$ cat config.mk
export PLATFORM = sky130hd
export DESIGN_NAME = double_ended_queue
export DESIGN_NICKNAME = d
export VERILOG_FILES = /design/src/design/deq_pkg.sv /design/src/design/deq_front.sv /design/src/design/deq_cmdq.sv /design/src/design/deq_back.sv /design/src/design/double_ended_queue.sv
export SDC_FILE = /design/constraint.sdc
export NUM_CORES = 2
export LEC_CHECK = 0
export ABC_AREA = 1
export ABC_CLOCK_PERIOD_IN_PS = 7400
export BUFFER_PORTS_ARGS = -buffer_cell sky130_fd_sc_hd__buf_2
export CAP_MARGIN = 20
export CORE_ASPECT_RATIO = 1.25
export CORE_MARGIN = 2
export CORE_UTILIZATION = 52
export CTS_BUF_LIST = sky130_fd_sc_hd__clkbuf_4 sky130_fd_sc_hd__clkbuf_8
export DETAILED_ROUTE_END_ITERATION = 7
export PLACE_DENSITY = 0.64
export SKIP_LAST_GASP = 1
export SLEW_MARGIN = 15
export SYNTH_ARGS = -nofsm -noshare
export SYNTH_HDL_FRONTEND = slang
export SYNTH_SLANG_ARGS = --single-unit
$ cat constraint.sdc
create_clock -name clk -period 7.4 [get_ports clk]
set_input_delay 0.74 -clock clk [delete_from_list [all_inputs] [get_ports clk]]
set_output_delay 0.74 -clock clk [all_outputs]
set_load 0.02 [all_outputs]
$ cat src/design/deq_pkg.sv
// Shared types and codes for the double-ended queue.
// Depends on nothing; imported by every module of the block.
package deq_pkg;

	localparam int DATA_W       = 32;
	localparam int CAPACITY_DEF = 32;
	localparam int CMDQ_DEPTH   = 2;

	// action codes on the input channel
	localparam logic [2:0] ACT_PUSH_FRONT = 3'd0;
	localparam logic [2:0] ACT_PUSH_REAR  = 3'd1;
	localparam logic [2:0] ACT_POP_FRONT  = 3'd2;
	localparam logic [2:0] ACT_POP_REAR   = 3'd3;
	localparam logic [2:0] ACT_DUMP       = 3'd4;

	// result status codes
	localparam logic [1:0] ST_OK    = 2'd0;
	localparam logic [1:0] ST_EMPTY = 2'd1;
	localparam logic [1:0] ST_FULL  = 2'd2;

	typedef enum logic [2:0] {
		OP_PUSH_FRONT = 3'd0,
		OP_PUSH_REAR  = 3'd1,
		OP_POP_FRONT  = 3'd2,
		OP_POP_REAR   = 3'd3,
		OP_DUMP       = 3'd4
	} op_t;

	typedef struct packed {
		op_t                      op;
		logic signed [DATA_W-1:0] value;
	} cmd_t;

endpackage

$ cat src/design/deq_front.sv
// Front end: takes input transfers, decodes the action and drops unused codes.
// Depends on deq_pkg; feeds deq_cmdq.
module deq_front (
	input  logic                              in_valid,
	output logic                              in_stall,
	input  logic [2:0]                        action,
	input  logic signed [deq_pkg::DATA_W-1:0] value,
	output logic                              cmd_valid,
	output deq_pkg::cmd_t                     cmd,
	input  logic                              cmd_ready
);
	import deq_pkg::*;

	logic known;
	op_t  op;

	always_comb begin
		known = 1'b1;
		op    = OP_PUSH_FRONT;
		unique case (action)
			ACT_PUSH_FRONT: op = OP_PUSH_FRONT;
			ACT_PUSH_REAR:  op = OP_PUSH_REAR;
			ACT_POP_FRONT:  op = OP_POP_FRONT;
			ACT_POP_REAR:   op = OP_POP_REAR;
			ACT_DUMP:       op = OP_DUMP;
			default:        known = 1'b0;
		endcase
	end

	// unused codes are consumed here and never reach the back end
	assign in_stall  = !cmd_ready;
	assign cmd_valid = in_valid && known;
	assign cmd.op    = op;
	assign cmd.value = value;

endmodule

$ cat src/design/deq_cmdq.sv
// Short command queue between front and back end.
// Depends on deq_pkg for the command type and depth.
module deq_cmdq (
	input  logic          clk,
	input  logic          arst_n,
	input  logic          push_valid,
	input  deq_pkg::cmd_t push_cmd,
	output logic          push_ready,
	output logic          pop_valid,
	output deq_pkg::cmd_t pop_cmd,
	input  logic          pop_take
);
	import deq_pkg::*;

	localparam int PTR_W = (CMDQ_DEPTH > 1) ? $clog2(CMDQ_DEPTH) : 1;
	localparam int CNT_W = $clog2(CMDQ_DEPTH + 1);
	localparam logic [PTR_W-1:0] LAST_PTR = PTR_W'(CMDQ_DEPTH - 1);

	cmd_t             slot_q [CMDQ_DEPTH];
	logic [PTR_W-1:0] wr_ptr_q;
	logic [PTR_W-1:0] rd_ptr_q;
	logic [CNT_W-1:0] cnt_q;
	logic             do_push;
	logic             do_pop;

	assign push_ready = cnt_q != CNT_W'(CMDQ_DEPTH);
	assign pop_valid  = cnt_q != '0;
	assign pop_cmd    = slot_q[rd_ptr_q];
	assign do_push    = push_valid && push_ready;
	assign do_pop     = pop_take && pop_valid;

	always_ff @(posedge clk or negedge arst_n) begin
		if (!arst_n) begin
			wr_ptr_q <= '0;
			rd_ptr_q <= '0;
			cnt_q    <= '0;
		end else begin
			if (do_push) begin
				wr_ptr_q <= (wr_ptr_q == LAST_PTR) ? '0 : wr_ptr_q + PTR_W'(1);
			end
			if (do_pop) begin
				rd_ptr_q <= (rd_ptr_q == LAST_PTR) ? '0 : rd_ptr_q + PTR_W'(1);
			end
			if (do_push && !do_pop) begin
				cnt_q <= cnt_q + CNT_W'(1);
			end else if (do_pop && !do_push) begin
				cnt_q <= cnt_q - CNT_W'(1);
			end
		end
	end

	always_ff @(posedge clk) begin
		if (do_push) begin
			slot_q[wr_ptr_q] <= push_cmd;
		end
	end

endmodule

$ cat src/design/deq_back.sv
// Back end: ring store, front index and count, command sequencer, output register.
// Depends on deq_pkg; takes commands from deq_cmdq.
module deq_back #(
	parameter int CAPACITY = deq_pkg::CAPACITY_DEF
) (
	input  logic                              clk,
	input  logic                              arst_n,
	input  logic                              cmd_valid,
	input  deq_pkg::cmd_t                     cmd,
	output logic                              cmd_take,
	output logic                              out_valid,
	input  logic                              out_stall,
	output logic [1:0]                        status,
	output logic signed [deq_pkg::DATA_W-1:0] value_res,
	output logic                              last
);
	import deq_pkg::*;

	localparam int IDX_W = (CAPACITY > 1) ? $clog2(CAPACITY) : 1;
	localparam int CNT_W = $clog2(CAPACITY + 1);
	localparam logic [IDX_W-1:0] LAST_IDX = IDX_W'(CAPACITY - 1);
	localparam logic [CNT_W-1:0] FULL_CNT = CNT_W'(CAPACITY);

	typedef enum logic [1:0] {
		S_IDLE = 2'b01,
		S_READ = 2'b10
	} state_t;

	function automatic logic [IDX_W-1:0] ring(input logic [IDX_W-1:0] base,
	                                          input logic [CNT_W-1:0] off);
		logic [CNT_W:0] sum;
		sum = (CNT_W+1)'(base) + (CNT_W+1)'(off);
		if (sum >= (CNT_W+1)'(CAPACITY)) begin
			sum = sum - (CNT_W+1)'(CAPACITY);
		end
		return sum[IDX_W-1:0];
	endfunction

	logic [DATA_W-1:0] mem [CAPACITY];
	logic [DATA_W-1:0] rd_data_q;

	state_t            state_q, state_n;
	logic [IDX_W-1:0]  front_q, front_n;
	logic [CNT_W-1:0]  count_q, count_n;
	logic [IDX_W-1:0]  rd_ptr_q, rd_ptr_n;
	logic [CNT_W-1:0]  left_q, left_n;
	logic              out_valid_q;
	logic [1:0]        out_status_q;
	logic [DATA_W-1:0] out_value_q;
	logic              out_last_q;

	logic              out_free;
	logic              emit;
	logic [1:0]        e_status;
	logic [DATA_W-1:0] e_value;
	logic              e_last;
	logic              wr_en;
	logic [IDX_W-1:0]  wr_addr;
	logic              rd_en;
	logic [IDX_W-1:0]  rd_addr;
	logic              full;
	logic              empty;
	logic              push_ok;

	assign out_free = !out_valid_q || !out_stall;
	assign full     = count_q == FULL_CNT;
	assign empty    = count_q == '0;

	always_comb begin
		state_n  = state_q;
		front_n  = front_q;
		count_n  = count_q;
		rd_ptr_n = rd_ptr_q;
		left_n   = left_q;
		cmd_take = 1'b0;
		emit     = 1'b0;
		e_status = ST_OK;
		e_value  = '0;
		e_last   = 1'b1;
		wr_en    = 1'b0;
		wr_addr  = front_q;
		rd_en    = 1'b0;
		rd_addr  = front_q;
		push_ok  = 1'b0;
		unique case (state_q)
			S_IDLE: begin
				if (cmd_valid && out_free) begin
					cmd_take = 1'b1;
					unique case (cmd.op)
						OP_PUSH_FRONT, OP_PUSH_REAR: begin
							emit = 1'b1;
							if (full) begin
								e_status = ST_FULL;
							end else begin
								push_ok = 1'b1;
								wr_en   = 1'b1;
								count_n = count_q + CNT_W'(1);
								if (cmd.op == OP_PUSH_FRONT) begin
									front_n = (front_q == '0) ? LAST_IDX : front_q - IDX_W'(1);
									wr_addr = front_n;
								end else begin
									wr_addr = ring(front_q, count_q);
								end
							end
						end
						OP_POP_FRONT, OP_POP_REAR, OP_DUMP: begin
							if (empty) begin
								emit     = 1'b1;
								e_status = ST_EMPTY;
							end else begin
								rd_en   = 1'b1;
								state_n = S_READ;
								left_n  = '0;
								if (cmd.op == OP_POP_FRONT) begin
									rd_addr = front_q;
									front_n = (front_q == LAST_IDX) ? '0 : front_q + IDX_W'(1);
									count_n = count_q - CNT_W'(1);
								end else if (cmd.op == OP_POP_REAR) begin
									rd_addr = ring(front_q, count_q - CNT_W'(1));
									count_n = count_q - CNT_W'(1);
								end else begin
									rd_addr  = front_q;
									rd_ptr_n = front_q;
									left_n   = count_q - CNT_W'(1);
								end
							end
						end
						default: cmd_take = 1'b1;
					endcase
				end
			end
			S_READ: begin
				if (out_free) begin
					emit    = 1'b1;
					e_value = rd_data_q;
					e_last  = left_q == '0;
					if (left_q != '0) begin
						// dump: fetch the next entry while this one goes out
						rd_en    = 1'b1;
						rd_ptr_n = (rd_ptr_q == LAST_IDX) ? '0 : rd_ptr_q + IDX_W'(1);
						rd_addr  = rd_ptr_n;
						left_n   = left_q - CNT_W'(1);
					end else begin
						state_n = S_IDLE;
					end
				end
			end
			default: state_n = S_IDLE;
		endcase
	end

	always_ff @(posedge clk) begin
		if (wr_en) begin
			mem[wr_addr] <= cmd.value;
		end
		if (rd_en) begin
			rd_data_q <= mem[rd_addr];
		end
	end

	always_ff @(posedge clk or negedge arst_n) begin
		if (!arst_n) begin
			state_q     <= S_IDLE;
			front_q     <= '0;
			count_q     <= '0;
			rd_ptr_q    <= '0;
			left_q      <= '0;
			out_valid_q <= 1'b0;
		end else begin
			state_q  <= state_n;
			front_q  <= front_n;
			count_q  <= count_n;
			rd_ptr_q <= rd_ptr_n;
			left_q   <= left_n;
			if (emit) begin
				out_valid_q <= 1'b1;
			end else if (!out_stall) begin
				out_valid_q <= 1'b0;
			end
		end
	end

	always_ff @(posedge clk) begin
		if (emit) begin
			out_status_q <= e_status;
			out_value_q  <= e_value;
			out_last_q   <= e_last;
		end
	end

	assign out_valid = out_valid_q;
	assign status    = out_status_q;
	assign value_res = out_value_q;
	assign last      = out_last_q;

	a_count_bound: assert property (@(posedge clk) disable iff (!arst_n)
		count_q <= FULL_CNT)
		else $error("entry count above capacity");

	a_push_count: assert property (@(posedge clk) disable iff (!arst_n)
		push_ok |=> count_q == $past(count_q) + CNT_W'(1))
		else $error("successful push did not bump the count");

	a_read_holds_count: assert property (@(posedge clk) disable iff (!arst_n)
		state_q == S_READ |=> count_q == $past(count_q))
		else $error("count changed during a read");

	a_notlast_in_dump: assert property (@(posedge clk) disable iff (!arst_n)
		(out_valid_q && !out_last_q) |-> state_q == S_READ)
		else $error("non-final result outside a dump");

endmodule

$ cat src/design/double_ended_queue.sv
// Top level of the double-ended queue: front decoder, command queue, back end.
// Depends on deq_pkg, deq_front, deq_cmdq and deq_back.
//
// A bounded deque of signed 32-bit values in a ring of CAPACITY words.
// Each input transfer carries an action (push front/rear, pop front/rear, dump)
// and a value used only by pushes. A push returns one result, ok or full; a pop
// returns the removed value, or empty; a dump returns one result per entry from
// front to rear with last set on the rear entry, or a single empty result.
// Unused action codes are swallowed by the front end and give no result.
// Timing: the front end decodes in the transfer cycle and parks the command in a
// two-entry queue, so input is taken while the back end is busy or the output is
// stalled, until that queue fills. The back end runs one command at a time on
// the single-port ring memory: a push, or a command that fails on full or empty,
// emits its result directly; a pop first reads the memory into a register; a dump
// reads the next entry while the current one goes out. Results leave through one
// output register, which frees its slot in the cycle its transfer completes. The
// ring needs no clearing after reset; only live entries are ever read.
module double_ended_queue #(
	parameter int CAPACITY = deq_pkg::CAPACITY_DEF
) (
	input  logic                              clk,
	input  logic                              arst_n,
	input  logic                              in_valid,
	output logic                              in_stall,
	input  logic [2:0]                        action,
	input  logic signed [deq_pkg::DATA_W-1:0] value,
	output logic                              out_valid,
	input  logic                              out_stall,
	output logic [1:0]                        status,
	output logic signed [deq_pkg::DATA_W-1:0] value_res,
	output logic                              last
);
	import deq_pkg::*;

	cmd_t fe_cmd;
	logic fe_valid;
	logic fe_ready;
	cmd_t be_cmd;
	logic be_valid;
	logic be_take;

	// decode and filter
	deq_front u_front (
		.in_valid  (in_valid),
		.in_stall  (in_stall),
		.action    (action),
		.value     (value),
		.cmd_valid (fe_valid),
		.cmd       (fe_cmd),
		.cmd_ready (fe_ready)
	);

	// decouples input transfers from back-end progress
	deq_cmdq u_cmdq (
		.clk        (clk),
		.arst_n     (arst_n),
		.push_valid (fe_valid),
		.push_cmd   (fe_cmd),
		.push_ready (fe_ready),
		.pop_valid  (be_valid),
		.pop_cmd    (be_cmd),
		.pop_take   (be_take)
	);

	// ring store and result sequencing
	deq_back #(
		.CAPACITY (CAPACITY)
	) u_back (
		.clk       (clk),
		.arst_n    (arst_n),
		.cmd_valid (be_valid),
		.cmd       (be_cmd),
		.cmd_take  (be_take),
		.out_valid (out_valid),
		.out_stall (out_stall),
		.status    (status),
		.value_res (value_res),
		.last      (last)
	);

endmodule
## Yosys cells after proc, flatten, opt, wreduce, memory -nomap -nowiden

Memory sizes are Yosys's and may differ from the RTL's. A register that Yosys moved wholly into a read port is not among the register bits.
Index checks and enable logic that the tools add are counted.

| cells by class | value |
|---|---|
| magnitude comparators | 2 |
| add/sub/neg operators | 14 |
| equality and inequality tests | 28 |
| reduce and logical (&&, ||, !) cells | 32 |
| muxes and demuxes | 82 |

Operators with widths:

| operator | count |
|---|---|
| $mux W5 | 28 |
| $mux W6 | 11 |
| $pmux W5 S2 | 3 |
| $mux W1 | 24 |
| $pmux W6 S2 | 2 |
| $mux W2 | 8 |
| $ne A2 B2 Y1 const B | 8 |
| $sub A5 B1 Y5 const B | 3 |
| $add A5 B6 Y7 | 2 |
| $ge A7 B6 Y1 const B | 2 |
| $eq A3 B2 Y1 const B | 4 |
| $logic_not A6 Y1 | 2 |
| $ne A2 B1 Y1 const B | 6 |
| $pmux W3 S4 | 1 |
| $reduce_and A6 Y1 | 2 |
| $sub A6 B1 Y6 const B | 2 |
| $add A5 B1 Y5 const B | 2 |
| $eq A5 B5 Y1 const B | 2 |
| $pmux W2 S2 | 2 |
| $reduce_and A8 Y1 | 1 |
| $reduce_bool A2 Y1 | 4 |
| $reduce_and A7 Y1 | 1 |
| $add A6 B1 Y6 const B | 1 |
| $eq A3 B1 Y1 const B | 2 |
| 20 further kinds | 35 |

| word-level totals | value |
|---|---|
| memories | 2 |
| logic and storage cells | 172 |
| input port bits | 39 |
| register bits after elaboration | 64 |
| bits in writable memories | 1094 |

Memory list:

| memory | depth | bits a word | rd ports | clocked after Yosys merged registers in | write ports | RTL line | source |
|---|---|---|---|---|---|---|---|
| u_back.mem | 32 | 32 | 1 | 1 | 1 | deq_back.sv:39 | `logic [DATA_W-1:0] mem [CAPACITY];` |
| u_cmdq.slot_q | 2 | 35 | 1 | 0 | 1 | deq_cmdq.sv:19 | `cmd_t slot_q [CMDQ_DEPTH];` |

## Logic depth before layout (Yosys ltp)

| logic depth | value |
|---|---|
| depth after elaboration | 10 |
| depth in mapped cells | 21 |
| mapped depth without buffers | 18 |

## By module

A second synthesis with hierarchy kept.

| unflattened totals | value |
|---|---|
| cell total of the unflattened synthesis | 4870 |
| area, all modules | 52763.1 um^2 |

By module, submodules not included:

| module | sequential area each (um^2) | times used | cells an instance | area an instance (um^2) |
|---|---|---|---|---|
| deq_back | 33388.3 | 1 | 4616 | 49645.1 |
| deq_cmdq | 2202.1 | 1 | 211 | 2830.2 |
| deq_front | 0.0 | 1 | 43 | 287.8 |

## Worst setup path before layout

Ideal clock, no wire load.

| timing | value |
|---|---|
| path type | input -> register |
| from | in out_stall |
| to | mem u_back.mem[24][0], enable pin |
| arrival | 3515 ps |
| buffers on the path | 0 |
| setup time | 421 ps |
| stages | 16 |
| setup slack | 3464 ps |
| path through | nand2_1 inv_1 nor2_1 nand2_1 nor2_1 inv_2 nor2_2 inv_2 a21oi_1 o21ai_0 and2_1 inv_1 nand2_1 inv_1 nand2_1 nor2_1 |

| between the ends | value |
|---|---|
| cells in the longest elaborated chain, start to end | 7 |

Ends and longest elaborated chain:

| element | RTL line | source |
|---|---|---|
| start, declared | double_ended_queue.sv:28 | `input logic out_stall,` |
| $logic_not A1 Y1 * | deq_back.sv:65 | `assign out_free = !out_valid_q \|\| !out_stall;` |
| $logic_or A1 B1 Y1 * | deq_back.sv:65 |  |
| $logic_and A1 B1 Y1 * | deq_back.sv:87 | `if (cmd_valid && out_free) begin` |
| $mux W1 | deq_back.sv:87 |  |
| $mux W1 | deq_back.sv:85 | `unique case (state_q)` |
| $mux W1 | deq_back.sv:153 | `if (wr_en) begin` |
| $mux W1 (implied by the code) | deq_back.sv:154 | `mem[wr_addr] <= cmd.value;` |
| end, declared | deq_back.sv:39 |  |

Mark *: on every way between the ends. The rest lies on a longest branch, timed or not.

## Worst setup path in the final report

| timing | value |
|---|---|
| from | reg u_back.state_q[0] |
| to | reg u_back.rd_data_q[16] (read register of u_back.mem), data pin |

| between the ends | value |
|---|---|
| cells in the longest elaborated chain, start to end | 2 |

Ends and longest elaborated chain:

| element | RTL line | source |
|---|---|---|
| start, declared | deq_back.sv:42 | `state_t state_q, state_n;` |
| start signal, assigned | deq_back.sv:170 | `state_q <= state_n;` |
| $eq A2 B2 Y1 or $eq A2 B1 Y1 (tied branches) | deq_back.sv:85 |  |
| $pmux W5 S2 or $pmux W1 S2 (tied branches) | deq_back.sv:85 |  |
| end, declared | deq_back.sv:40 | `logic [DATA_W-1:0] rd_data_q;` |

Several ways; a longest one is shown, not always the timed one.
A chain may end at the register's enable or synchronous reset.

==> impl_metrics.csv <==
group,metric,value,unit
final_layout,nFillCells,8105,
sta,max_slew_margin,0.142,
routing,ant_nets,0,
clock_tree,cts_buffers,181,
yosys,netlist.area_leader.share,0.675,
critical_path,cp-end-kind,"register",
critical_path,critPathMaxFanout,151,
routing,num_vias,35694,
routing,drt-pass1-iter-count,6,
critical_path,crit_top_cell,"nand2_1",
sta,finalCriticalPeriod,4.88,ns
critical_path,cp.arrival,5.63,ns
global_routing,grt_pass1_vias,33885,
clock_tree,cts-root-buf,"clkbuf_8",
placement,port-buffer-count,75,
yosys,yosys-top-cells-count,"1371 x nand2_1, 1161 x edfxtp_1, 950 x nand3_1",
yosys,synth.most_common_cell,"nand2_1",
yosys,yosysSeqAreaShare,0.689,
routing,wl_per_cell,23.5,microns
critical_path,path_class,"register to register",
critical_path,start_kind,"register",
routing,met1_length,59000,microns
clock_tree,cts_tree,"yes",
clock_tree,cts_max_level,4,
critical_path,path_delay_family,"buffers and inverters",
sta,fin_crit_sh,0.660,
clock_tree,cts.sinks,1190,
placement,place_congestion,0.836,
clock_tree,hold_buffers,26,
clock_tree,clk_pin_slew,0.07,ns
routing,routed_via_density,5.74,
global_routing,grt_max_degree,221,
hold_path,hp-class,"primary input to register",
routing,remaining_drc_errors,0,
yosys,yosys.area.top_type,"edfxtp_1",
final_layout,area_delta_synth_final,10.8,%
critical_path,critPathSlowestCell,"inv_8",
critical_path,cp_num_buf_inv,4,
clock_tree,clock_path_buffers,3,
yosys,syn_inst,4686,
job,cap_violations,0,
clock_tree,cts.repair.resized,0,
yosys,synthArstFlopShare,0.0244,
sta,worst_pin_slew,1.29,ns
outcome,outcome,"finished clean",
sta,hold_viol,0,
yosys,synth_edf_count,1161,
yosys,netlist_area,0.0517,sq mm
yosys,ys_warn_count,0,
critical_path,cp_slowest_stage_delay,1.06,ns
routing,highest_layer,"met4",
sta,drv_slew,0,
die,rows,129,
sta,fin_setup_tns,0,ns
sta,fin_skew,0.0384,ns
die,core,0.0988,sq mm
clock_tree,clock_latency,0.88,ns
die,die_w,286,microns
die,initial_core_util,0.523,
global_routing,overflow,0,
sta,fmax,205,MHz
routing,finalWirelength,146000,microns
critical_path,cp_cell_sequence,"inv_1 -> ha_1 -> inv_1 -> nor2_1 -> nand2_1 -> nor2_1 -> nor2_1 -> nand2_1 -> nand2_8 -> inv_8 -> buf_4 -> nand2_1 -> nand3_1 -> nand3_1 -> nand2_1 -> nand2_1 -> nand2_1",
sta,finalSetupViolCount,0,
final_layout,nets,4827,
placement,hpwl,72000,microns
global_routing,antenna_found_initial,5,
yosys,yosys_register_bits,1190,
die,ios,76,
routing,drtIter0Drc,4540,
yosys,syn_nets,4748,
yosys,ys_types,43,
critical_path,required,8.14,ns
routing,dr_wl_met3,12100,microns
yosys,synth_ff_type,"edfxtp_1",
clock_tree,post_cts_buffers,0,
final_layout,drive_gt1_frac,0.102,
routing,dr_wl_met2,69400,microns
die,dieArea,0.102,sq mm
global_routing,grtUsageTotal,0.286,
sta,rsz0062_at_grt,"false",
die,die_h,356,microns
yosys,syn_area_per_cell,11.0,sq um
global_routing,grt_pass1_wl,216000,microns
yosys,ys_top_cells_by_area,"edfxtp_1 67%, nand2_1 10%, nand3_1 9.2%",
registers in the layout, summed over array words and instances, names as in the netlist, 2 cells and up:
signal,cells
u_cmdq.slot_q,70
u_back.value_res,32
u_back.rd_data_q,32
u_back.status,2
u_back.mem,1024
u_cmdq.cnt_q,2
u_back.front_q,5
u_back.count_q,6
u_back.left_q,6
u_back.rd_ptr_q,5
u_back.state_q,2
final cells by class:
| class | instances | area (sq um) | share of cell area |
|---|---|---|---|
| Sequential cell | 1190 | 35600 | 0.622 |
| Multi-Input combinational cell | 2816 | 13500 | 0.236 |
| Clock buffer | 242 | 2980 | 0.0521 |
| Tap cell | 1310 | 1640 | 0.0286 |
| Timing Repair Buffer | 186 | 1560 | 0.0272 |
| Inverter | 390 | 1480 | 0.0259 |
| Clock inverter | 85 | 464 | 0.00811 |
| Antenna cell | 4 | 10.0 | 0.000175 |
cells in the final DEF, fill, tap and decap left out, types with 37 or more instances in the layout:
cell	count
buf_2	75
buf_4	57
clkbuf_4	56
clkbuf_8	186
clkinv_1	61
edfxtp_1	1161
inv_1	381
nand2_1	1366
nand3_1	949
nand3b_1	224
nor2_1	80
nor2_4	37
o21ai_0	42
layer usage:
layer,GRT usage,vias up
met5,0,-
met4,0.113,0
met3,0.0511,349
met2,0.462,1639
met1,0.389,17495
li1,-,16211
worst reg2reg max path, cell delays in order, from the launching register on:
cell and delay [ns]:
dfstp_2 0.38, inv_1 0.05, ha_1 0.52, inv_1 0.27, nor2_1 0.22, nand2_1 0.16, nor2_1 0.15, nor2_1 0.06
nand2_1 0.16, nand2_8 0.45, inv_8 1.11, buf_4 0.61, nand2_1 0.11, nand3_1 0.08, nand3_1 0.09, nand2_1 0.15
nand2_1 0.06, nand2_1 0.10
path summary, 6_finish.rpt:
| path | start | endpoint | slack (ns) | depth (start not counted) |
|---|---|---|---|---|
| max in group asynchronous | arst_n | u_cmdq.wr_ptr_q | 6.48 | 2 |
| min in group asynchronous | arst_n | u_cmdq.cnt_q[1] | 0.45 | 2 |
| max | u_back.state_q[0] | u_back.rd_data_q[16] | 2.52 | 17 |
| min | value[7] | u_cmdq.slot_q[0][7] | 0.10 | 1 |
| min reg2reg | u_back.rd_ptr_q[4] | u_back.rd_ptr_q[4] | 0.51 | 1 |
| max reg2reg | u_back.state_q[0] | u_back.rd_data_q[16] | 2.52 | 17 |
metrics by stage:
step                hold WS, ns  std cells  utilization  setup slack [ns]  instance area, sq um
finish                    0.103       6223        0.579              2.52                 57200
global route             0.0513       6221        0.579              2.11                 57200
CTS                      0.0248       6203        0.577              2.58                 57000
detailed placement        0.491       5850        0.539              2.61                 53300
global placement          0.489       5845        0.538              2.68                 53200
floorplan                 0.444       4686            -              3.46                 51700
cells by family after synthesis:
| group | count (synthesis) | share of synthesized area |
|---|---|---|
| simple gates | 2690 | 0.237 |
| mux | 1 | 0.000218 |
| xor+xnor | 19 | 0.00322 |
| fa+ha+maj | 23 | 0.00586 |
| compound gates | 83 | 0.00935 |
| buf+inv | 680 | 0.0557 |
| flops | 1190 | 0.689 |
Power is left out: the tool's default activity adds up to more than one toggle a clock period on the data nets, which glitch-free logic cannot reach.
